## src/hdl/actr_pkg.sv

```systemverilog
// shared types, constants and aes helper functions for the ctr byte stream
package actr_pkg;

	localparam int BlockBytes = 16;
	localparam int CfgIdxW = 3;
	localparam int CfgDataW = 64;

	localparam logic [CfgIdxW-1:0] REG_KEY_SIZE = 3'd0;
	localparam logic [CfgIdxW-1:0] REG_KEY_W0 = 3'd1;
	localparam logic [CfgIdxW-1:0] REG_KEY_W1 = 3'd2;
	localparam logic [CfgIdxW-1:0] REG_KEY_W2 = 3'd3;
	localparam logic [CfgIdxW-1:0] REG_KEY_W3 = 3'd4;
	localparam logic [CfgIdxW-1:0] REG_NONCE_HI = 3'd5;
	localparam logic [CfgIdxW-1:0] REG_NONCE_LO = 3'd6;

	// controller to datapath
	typedef struct packed {
		logic load;   // load state, key schedule start
		logic step;   // advance one round or key word
		logic take;   // consume one keystream byte
	} ctl_cmd_t;

	// datapath to controller
	typedef struct packed {
		logic done;   // keystream block ready
	} dp_stat_t;

	localparam logic [7:0] SBOX [256] = '{
		8'h63,8'h7c,8'h77,8'h7b,8'hf2,8'h6b,8'h6f,8'hc5,8'h30,8'h01,8'h67,8'h2b,8'hfe,8'hd7,8'hab,8'h76,
		8'hca,8'h82,8'hc9,8'h7d,8'hfa,8'h59,8'h47,8'hf0,8'had,8'hd4,8'ha2,8'haf,8'h9c,8'ha4,8'h72,8'hc0,
		8'hb7,8'hfd,8'h93,8'h26,8'h36,8'h3f,8'hf7,8'hcc,8'h34,8'ha5,8'he5,8'hf1,8'h71,8'hd8,8'h31,8'h15,
		8'h04,8'hc7,8'h23,8'hc3,8'h18,8'h96,8'h05,8'h9a,8'h07,8'h12,8'h80,8'he2,8'heb,8'h27,8'hb2,8'h75,
		8'h09,8'h83,8'h2c,8'h1a,8'h1b,8'h6e,8'h5a,8'ha0,8'h52,8'h3b,8'hd6,8'hb3,8'h29,8'he3,8'h2f,8'h84,
		8'h53,8'hd1,8'h00,8'hed,8'h20,8'hfc,8'hb1,8'h5b,8'h6a,8'hcb,8'hbe,8'h39,8'h4a,8'h4c,8'h58,8'hcf,
		8'hd0,8'hef,8'haa,8'hfb,8'h43,8'h4d,8'h33,8'h85,8'h45,8'hf9,8'h02,8'h7f,8'h50,8'h3c,8'h9f,8'ha8,
		8'h51,8'ha3,8'h40,8'h8f,8'h92,8'h9d,8'h38,8'hf5,8'hbc,8'hb6,8'hda,8'h21,8'h10,8'hff,8'hf3,8'hd2,
		8'hcd,8'h0c,8'h13,8'hec,8'h5f,8'h97,8'h44,8'h17,8'hc4,8'ha7,8'h7e,8'h3d,8'h64,8'h5d,8'h19,8'h73,
		8'h60,8'h81,8'h4f,8'hdc,8'h22,8'h2a,8'h90,8'h88,8'h46,8'hee,8'hb8,8'h14,8'hde,8'h5e,8'h0b,8'hdb,
		8'he0,8'h32,8'h3a,8'h0a,8'h49,8'h06,8'h24,8'h5c,8'hc2,8'hd3,8'hac,8'h62,8'h91,8'h95,8'he4,8'h79,
		8'he7,8'hc8,8'h37,8'h6d,8'h8d,8'hd5,8'h4e,8'ha9,8'h6c,8'h56,8'hf4,8'hea,8'h65,8'h7a,8'hae,8'h08,
		8'hba,8'h78,8'h25,8'h2e,8'h1c,8'ha6,8'hb4,8'hc6,8'he8,8'hdd,8'h74,8'h1f,8'h4b,8'hbd,8'h8b,8'h8a,
		8'h70,8'h3e,8'hb5,8'h66,8'h48,8'h03,8'hf6,8'h0e,8'h61,8'h35,8'h57,8'hb9,8'h86,8'hc1,8'h1d,8'h9e,
		8'he1,8'hf8,8'h98,8'h11,8'h69,8'hd9,8'h8e,8'h94,8'h9b,8'h1e,8'h87,8'he9,8'hce,8'h55,8'h28,8'hdf,
		8'h8c,8'ha1,8'h89,8'h0d,8'hbf,8'he6,8'h42,8'h68,8'h41,8'h99,8'h2d,8'h0f,8'hb0,8'h54,8'hbb,8'h16
	};

	function automatic logic [7:0] xtime(input logic [7:0] a);
		xtime = {a[6:0], 1'b0} ^ (a[7] ? 8'h1b : 8'h00);
	endfunction

	function automatic logic [31:0] sub_word(input logic [31:0] w);
		sub_word = {SBOX[w[31:24]], SBOX[w[23:16]], SBOX[w[15:8]], SBOX[w[7:0]]};
	endfunction

	// state byte i lives at bits [127-8i -: 8]
	function automatic logic [127:0] aes_round(input logic [127:0] s, input logic last);
		logic [7:0] b [16];
		logic [7:0] t [16];
		logic [7:0] a0, a1, a2, a3, al;
		logic [127:0] r;
		for (int i = 0; i < 16; i++) b[i] = SBOX[s[127-8*i -: 8]];
		for (int c = 0; c < 4; c++)
			for (int i = 0; i < 4; i++)
				t[i+4*c] = b[i + 4*((c+i) % 4)];
		for (int c = 0; c < 4; c++) begin
			a0 = t[4*c]; a1 = t[4*c+1]; a2 = t[4*c+2]; a3 = t[4*c+3];
			al = a0 ^ a1 ^ a2 ^ a3;
			if (!last) begin
				t[4*c]   = a0 ^ al ^ xtime(a0 ^ a1);
				t[4*c+1] = a1 ^ al ^ xtime(a1 ^ a2);
				t[4*c+2] = a2 ^ al ^ xtime(a2 ^ a3);
				t[4*c+3] = a3 ^ al ^ xtime(a3 ^ a0);
			end
		end
		for (int i = 0; i < 16; i++) r[127-8*i -: 8] = t[i];
		aes_round = r;
	endfunction

endpackage

```

## src/hdl/actr_ctrl.sv

```systemverilog
// controller state machine for block generation and byte handshake
module actr_ctrl (
	input  logic                 clk,
	input  logic                 arst_n,
	input  logic                 restart,
	input  logic                 in_valid,
	output logic                 in_ready,
	output logic                 out_valid,
	input  logic                 out_ready,
	output actr_pkg::ctl_cmd_t   cmd,
	input  actr_pkg::dp_stat_t   stat
);
	localparam logic [1:0] ST_IDLE = 2'd0;
	localparam logic [1:0] ST_GEN  = 2'd1;
	localparam logic [1:0] ST_RUN  = 2'd2;

	logic [1:0] state_q;
	logic [4:0] pos_q;
	logic       ov_q;
	logic       fire;

	assign in_ready = (state_q == ST_RUN) && !pos_q[4] && (!ov_q || out_ready);
	assign fire = in_valid && in_ready;
	assign out_valid = ov_q;

	always_comb begin
		cmd.load = (state_q == ST_IDLE) && pos_q[4] && in_valid && !restart;
		cmd.step = (state_q == ST_GEN);
		cmd.take = fire;
	end

	always_ff @(posedge clk or negedge arst_n) begin
		if (!arst_n) begin
			state_q <= ST_IDLE;
			pos_q <= 5'd16;
			ov_q <= 1'b0;
		end else begin
			if (out_ready) ov_q <= 1'b0;
			if (fire) ov_q <= 1'b1;
			if (restart) begin
				state_q <= ST_IDLE;
				pos_q <= 5'd16;
			end else begin
				unique case (state_q)
					ST_IDLE: begin
						if (cmd.load) state_q <= ST_GEN;
						else if (!pos_q[4]) state_q <= ST_RUN;
					end
					ST_GEN: begin
						if (stat.done) begin
							state_q <= ST_RUN;
							pos_q <= 5'd0;
						end
					end
					ST_RUN: begin
						if (fire) begin
							pos_q <= pos_q + 5'd1;
							if (pos_q == 5'd15) state_q <= ST_IDLE;
						end
					end
					default: state_q <= ST_IDLE;
				endcase
			end
		end
	end

`ifndef SYNTHESIS
	a_no_take_in_gen: assert property (@(posedge clk) disable iff (!arst_n)
		(state_q == ST_GEN) |-> !in_ready) else $error("byte taken during generation");
	a_pos_range: assert property (@(posedge clk) disable iff (!arst_n)
		(pos_q <= 5'd16)) else $error("byte position out of range");
	a_ov_after_fire: assert property (@(posedge clk) disable iff (!arst_n)
		fire |=> out_valid) else $error("result lost");
`endif
endmodule

```

## config.mk

```make
export PLATFORM = sky130hd
export DESIGN_NAME = actr_ctrl
export DESIGN_NICKNAME = d
export VERILOG_FILES = /design/src/hdl/actr_pkg.sv /design/src/hdl/actr_ctrl.sv
export SDC_FILE = /design/constraint.sdc
export NUM_CORES = 1
export LEC_CHECK = 0
export BUFFER_PORTS_ARGS = -buffer_cell sky130_fd_sc_hd__buf_2
export CAP_MARGIN = 20
export CORE_MARGIN = 5
export CORE_UTILIZATION = 34
export CTS_CLUSTER_DIAMETER = 100
export CTS_CLUSTER_SIZE = 28
export DETAILED_ROUTE_END_ITERATION = 10
export PLACE_DENSITY = 0.63
export SLEW_MARGIN = 25
export SYNTH_ARGS = -nofsm -noshare
export SYNTH_HDL_FRONTEND = slang
export SYNTH_SLANG_ARGS = --single-unit
```

## constraint.sdc

```tcl
create_clock -name clk -period 3.5 [get_ports clk]
set_input_delay 0.175 -clock clk [delete_from_list [all_inputs] [get_ports clk]]
set_output_delay 0.175 -clock clk [all_outputs]
set_load 0.1 [all_outputs]
```

Yosys cells after proc, flatten, opt, wreduce, memory -nomap -nowiden
Cells that the tools add are included.
{ "totals": {"latchBits": 0, "mem_count": 0, "regBits": 8, "rom_bits": 0, "mem_bits_rw": 0, "output_inout_bits": 5} }
{ "op_classes": {"n_bitwise": 0, "shift": 0, "addsub": 1, "eq_ne": 7, "n_mux": 13, "reduce_logical": 15, "magnitude_cmp": 0, "mul": 0, "n_div": 0} }
{ "op_table": {"columns": ["operator", "count"], "rows": [
  ["$mux W5", 3],
  ["$mux W2", 6],
  ["$pmux W5 S2", 1],
  ["$logic_and A1 B1 Y1", 6],
  ["$ne A3 B2 Y1 const B", 2],
  ["$pmux W2 S3", 1],
  ["$add A5 B1 Y5 const B", 1],
  ["$eq A5 B4 Y1 const B", 1],
  ["$ne A4 B4 Y1 const B", 1],
  ["$reduce_and A4 Y1", 1],
  ["$logic_not A1 Y1", 3],
  ["$ne A3 B3 Y1 const B", 1],
  ["$reduce_and A3 Y1", 1],
  ["$reduce_bool A3 Y1", 1],
  ["$eq A2 B1 Y1 const B", 1],
  ["$eq A2 B2 Y1 const B", 1],
  ["$logic_not A2 Y1", 1],
  ["$mux W1", 2],
  ["$reduce_bool A2 Y1", 1],
  ["$logic_or A1 B1 Y1", 1]
]} }

Longest topological paths before layout
{ "logic_depth": {"depth_word": 7, "mapped_depth": 5, "mapped_depth_nobuf": 5} }

Worst setup path before layout
No wires, ideal clock.
{ "synth_timing": {"kind": "reg2reg", "start": "register pos_q[4]", "end": "register state_q[0]", "arrival_ns": 3.593, "synth_period_minus_slack_ns": 3.675, "slack_ns": -0.175, "setup_time_ns": 0.082, "n_path_buf": 0, "path_stages_with_launch": 4, "t_required_ns": 3.418, "path_cell_list": "dfstp_2 nand2_1 nor4_1 a21o_1"} }
{ "synth_rtl": {"columns": ["item", "line", "text"], "rows": [
  ["start, declared", "actr_ctrl.sv:18", "logic [4:0] pos_q;"],
  ["start signal, assigned", "actr_ctrl.sv:57", "pos_q <= pos_q + 5'd1;"],
  ["end signal, assigned", "actr_ctrl.sv:34", "state_q <= ST_IDLE;"],
  ["end signal, assigned", "actr_ctrl.sv:41", "state_q <= ST_IDLE;"],
  ["end signal, assigned", "actr_ctrl.sv:46", "if (cmd.load) state_q <= ST_GEN;"],
  ["end, declared", "actr_ctrl.sv:17", "logic [1:0] state_q;"]
]} }

==> results.yml <==
timing:
  rsz0062_at_grt: "no"
  fin_crit_ns: 1.77
  relSlewSlack_pct: 67.9
  whs_ns: 0.197
  slew_viol_final: 0
  final.setup.tns_ns: 0
  fin_skew_ns: 0.00433
  setup_viol: 0
  worst_pin_slew_ns: 0.485
  finalCritPeriodShare_pct: 50.5
  clock.fmax_ghz: 0.566
  hold_viol: 0
  worst_slack_ns: 1.73
cts:
  htreeDepth: 1
  numCtsBuffers: 3
  ctsHoldBuffers: 1
  cts.sinks: 8
  clkTransAtPathRegs_ns: 0.06
  max-clock-path-buffers: 2
  cts_resized: 0
  post_cts.repair.setup_buffers: 0
  cts_tree: "done"
  clockRootBuffer: "clkbuf_4"
  insertion_delay_ns: 0.25
worst_hold_path:
  hp-class: "input port to register"
critical_path:
  rrSetupSlack_ns: 1.85
  crit_path_max_incr_delay_ns: 0.57
  crit_fanout: 6
  cpMaxStageDelayCell: "dfstp_2"
  critPathCaptureType: "primary output"
  crit_path_start_kind: "register"
  crit_type: "register to primary output"
  crit_arrival_ns: 1.59
  cp_data_required_time_ns: 3.32
  crit_chain: "nand2_1, nor4_2, buf_2"
synth:
  synth_compound_area_share_pct: 20.7
  synth_top_area_share_pct: 35.7
  synth_mux_area_share_pct: 2.30
  syn_area_sq_um: 490
  ys_top_cells_by_area: "dfrtp_1 (36%), dfstp_2 (5.4%), nor2_1 (5.4%)"
  ys_seq_area_share_pct: 41.1
  synth_xor_xnor_area_share_pct: 0
  synthAdderAreaFrac_pct: 5.10
  synthArstFlopShare_pct: 100
  ys_ff_latch: 8
  synth_cell_types: 28
  synth_commonest_cells: "dfrtp_1 (7), nor2_1 (7), a21o_1 (3), nand2b_1 (3)"
  syn-instance-count: 52
  synthSimpleGateAreaFrac_pct: 27.6
  ys.flop_type: "dfrtp_1"
  synth_top_area_cell: "dfrtp_1"
  synth-edff-count: 0
  ys_warn_count: 0
  synth_top_family_by_area: "simple AND/OR/NAND/NOR gates"
  synth_nets: 60
  avgSynthCellArea_sq_um: 9.43
grt:
  grt_pass1_vias: 393
  grt_overflow: 0
  grt_pass1_wl_microns: 1660
  grtUsageTotal_pct: 11.0
  antenna_found_initial: 0
  grt_max_degree: 9
detailed_routing:
  wire_per_inst_microns: 12.4
  ant_nets: 0
  drt_wl_total_microns: 995
  via_per_inst: 5.39
  vias: 431
  drc: 0
  first_iter_violations: 4
  first_pass_iters: 4
power_and_ir_drop:
  p_per_area_nw_per_um2: 526
  ir_drop_mv: 0.216
  leakagePower_nw: 0.302
final_layout:
  nets: 74
  diodes: 0
  layout.cells.non_filler: 80
  final_area_sq_um: 589
  syn_to_final_growth_pct: 20.2
  drive_gt1_share_pct: 29.2
  nFillCells: 140
floorplan:
  fp-row-count: 13
  die_y_microns: 48.0
  io-pin-count: 11
  start_util_pct: 36.8
  die_area_sq_um: 2300
  core_region_area_sq_um: 1330
  die_w_microns: 48.0
place:
  dpl.cell_count: 75
  post-place-ws_ns: 1.85
  io_buffer_count: 10
  place.gp.congestion: 0.764
  dp_hpwl_microns: 791
  placed_area_sq_um: 553
flow_run:
  drv_cap: 0
status:
  run_status: "finished, final reports clean"
per-layer routing:
layer | part of all wire (%) | vias to the layer above | global-route usage, % | wire length [microns]
met5 | 0 | - | 0 | 0
met4 | 2.1 | 0 | 8.06 | 21
met3 | 5.5 | 2 | 3.38 | 55
met2 | 45 | 11 | 15.3 | 452
met1 | 47 | 200 | 14.1 | 465
li1 | - | 218 | - | -
stage by stage:
stage / utilization, % / power, mW
global placement: 41.5 / 0.235
CTS: 44.2 / 0.316
detailed placement: 41.5 / 0.236
floorplan: - / 0.214
finish: 44.2 / 0.310
global route: 44.2 / 0.333
sequential cells by signal, indices dropped and copies added (netlist names):
name / count
out_valid: 1
pos_q: 5
state_q: 2
worst max-delay path: cells and delay by family (launching register included):
family,cells,cell delay (ns)
and+or+nand+nor,2,0.28
buffers and inverters,1,0.49
DFF,1,0.57
final cells by class:
cell class	count	area [sq um]	area share (%)
well taps	15	18.8	3.18
multi-input cells	41	279	47.3
clock buffers	4	26.3	4.46
inverters	1	3.75	0.637
flip-flops and latches	8	201	34.2
repair buffers	11	60.1	10.2
layout by cell type (no fill, tap or decap), types with 3 or more instances in the layout:
cell / instances
nor2_1: 7
dfrtp_1: 7
buf_2: 10
clkbuf_4: 3
a21o_1: 3
nand2b_1: 3
power by group:
| group | total [mW] | internal [mW] | leakage, nW | switching, mW |
|---|---|---|---|---|
| Sequential | 0.119 | 0.105 | 0.106 | 0.0139 |
| Combinational | 0.116 | 0.0310 | 0.181 | 0.0847 |
| Clock | 0.0757 | 0.0437 | 0.0150 | 0.0321 |
path summary, 6_finish.rpt:
check                              start  cells past startpoint    endpoint
worst max-delay path            pos_q[4]                      3      cmd[2]
worst min-delay path             restart                      2  state_q[1]
worst max register to register  pos_q[0]                      5    pos_q[4]
worst min register to register  pos_q[3]                      1    pos_q[3]
max in group asynchronous         arst_n                      2    pos_q[4]
min in group asynchronous         arst_n                      2  state_q[0]
kinds of logic after synthesis:
family                     count (synthesis)
AOI/OAI and AO/OA                         15
adders and majority gates                  2
buffers and inverters                      3
DFF                                        8
muxes                                      1
and+or+nand+nor                           23
Power figures use the tool's default switching activity.
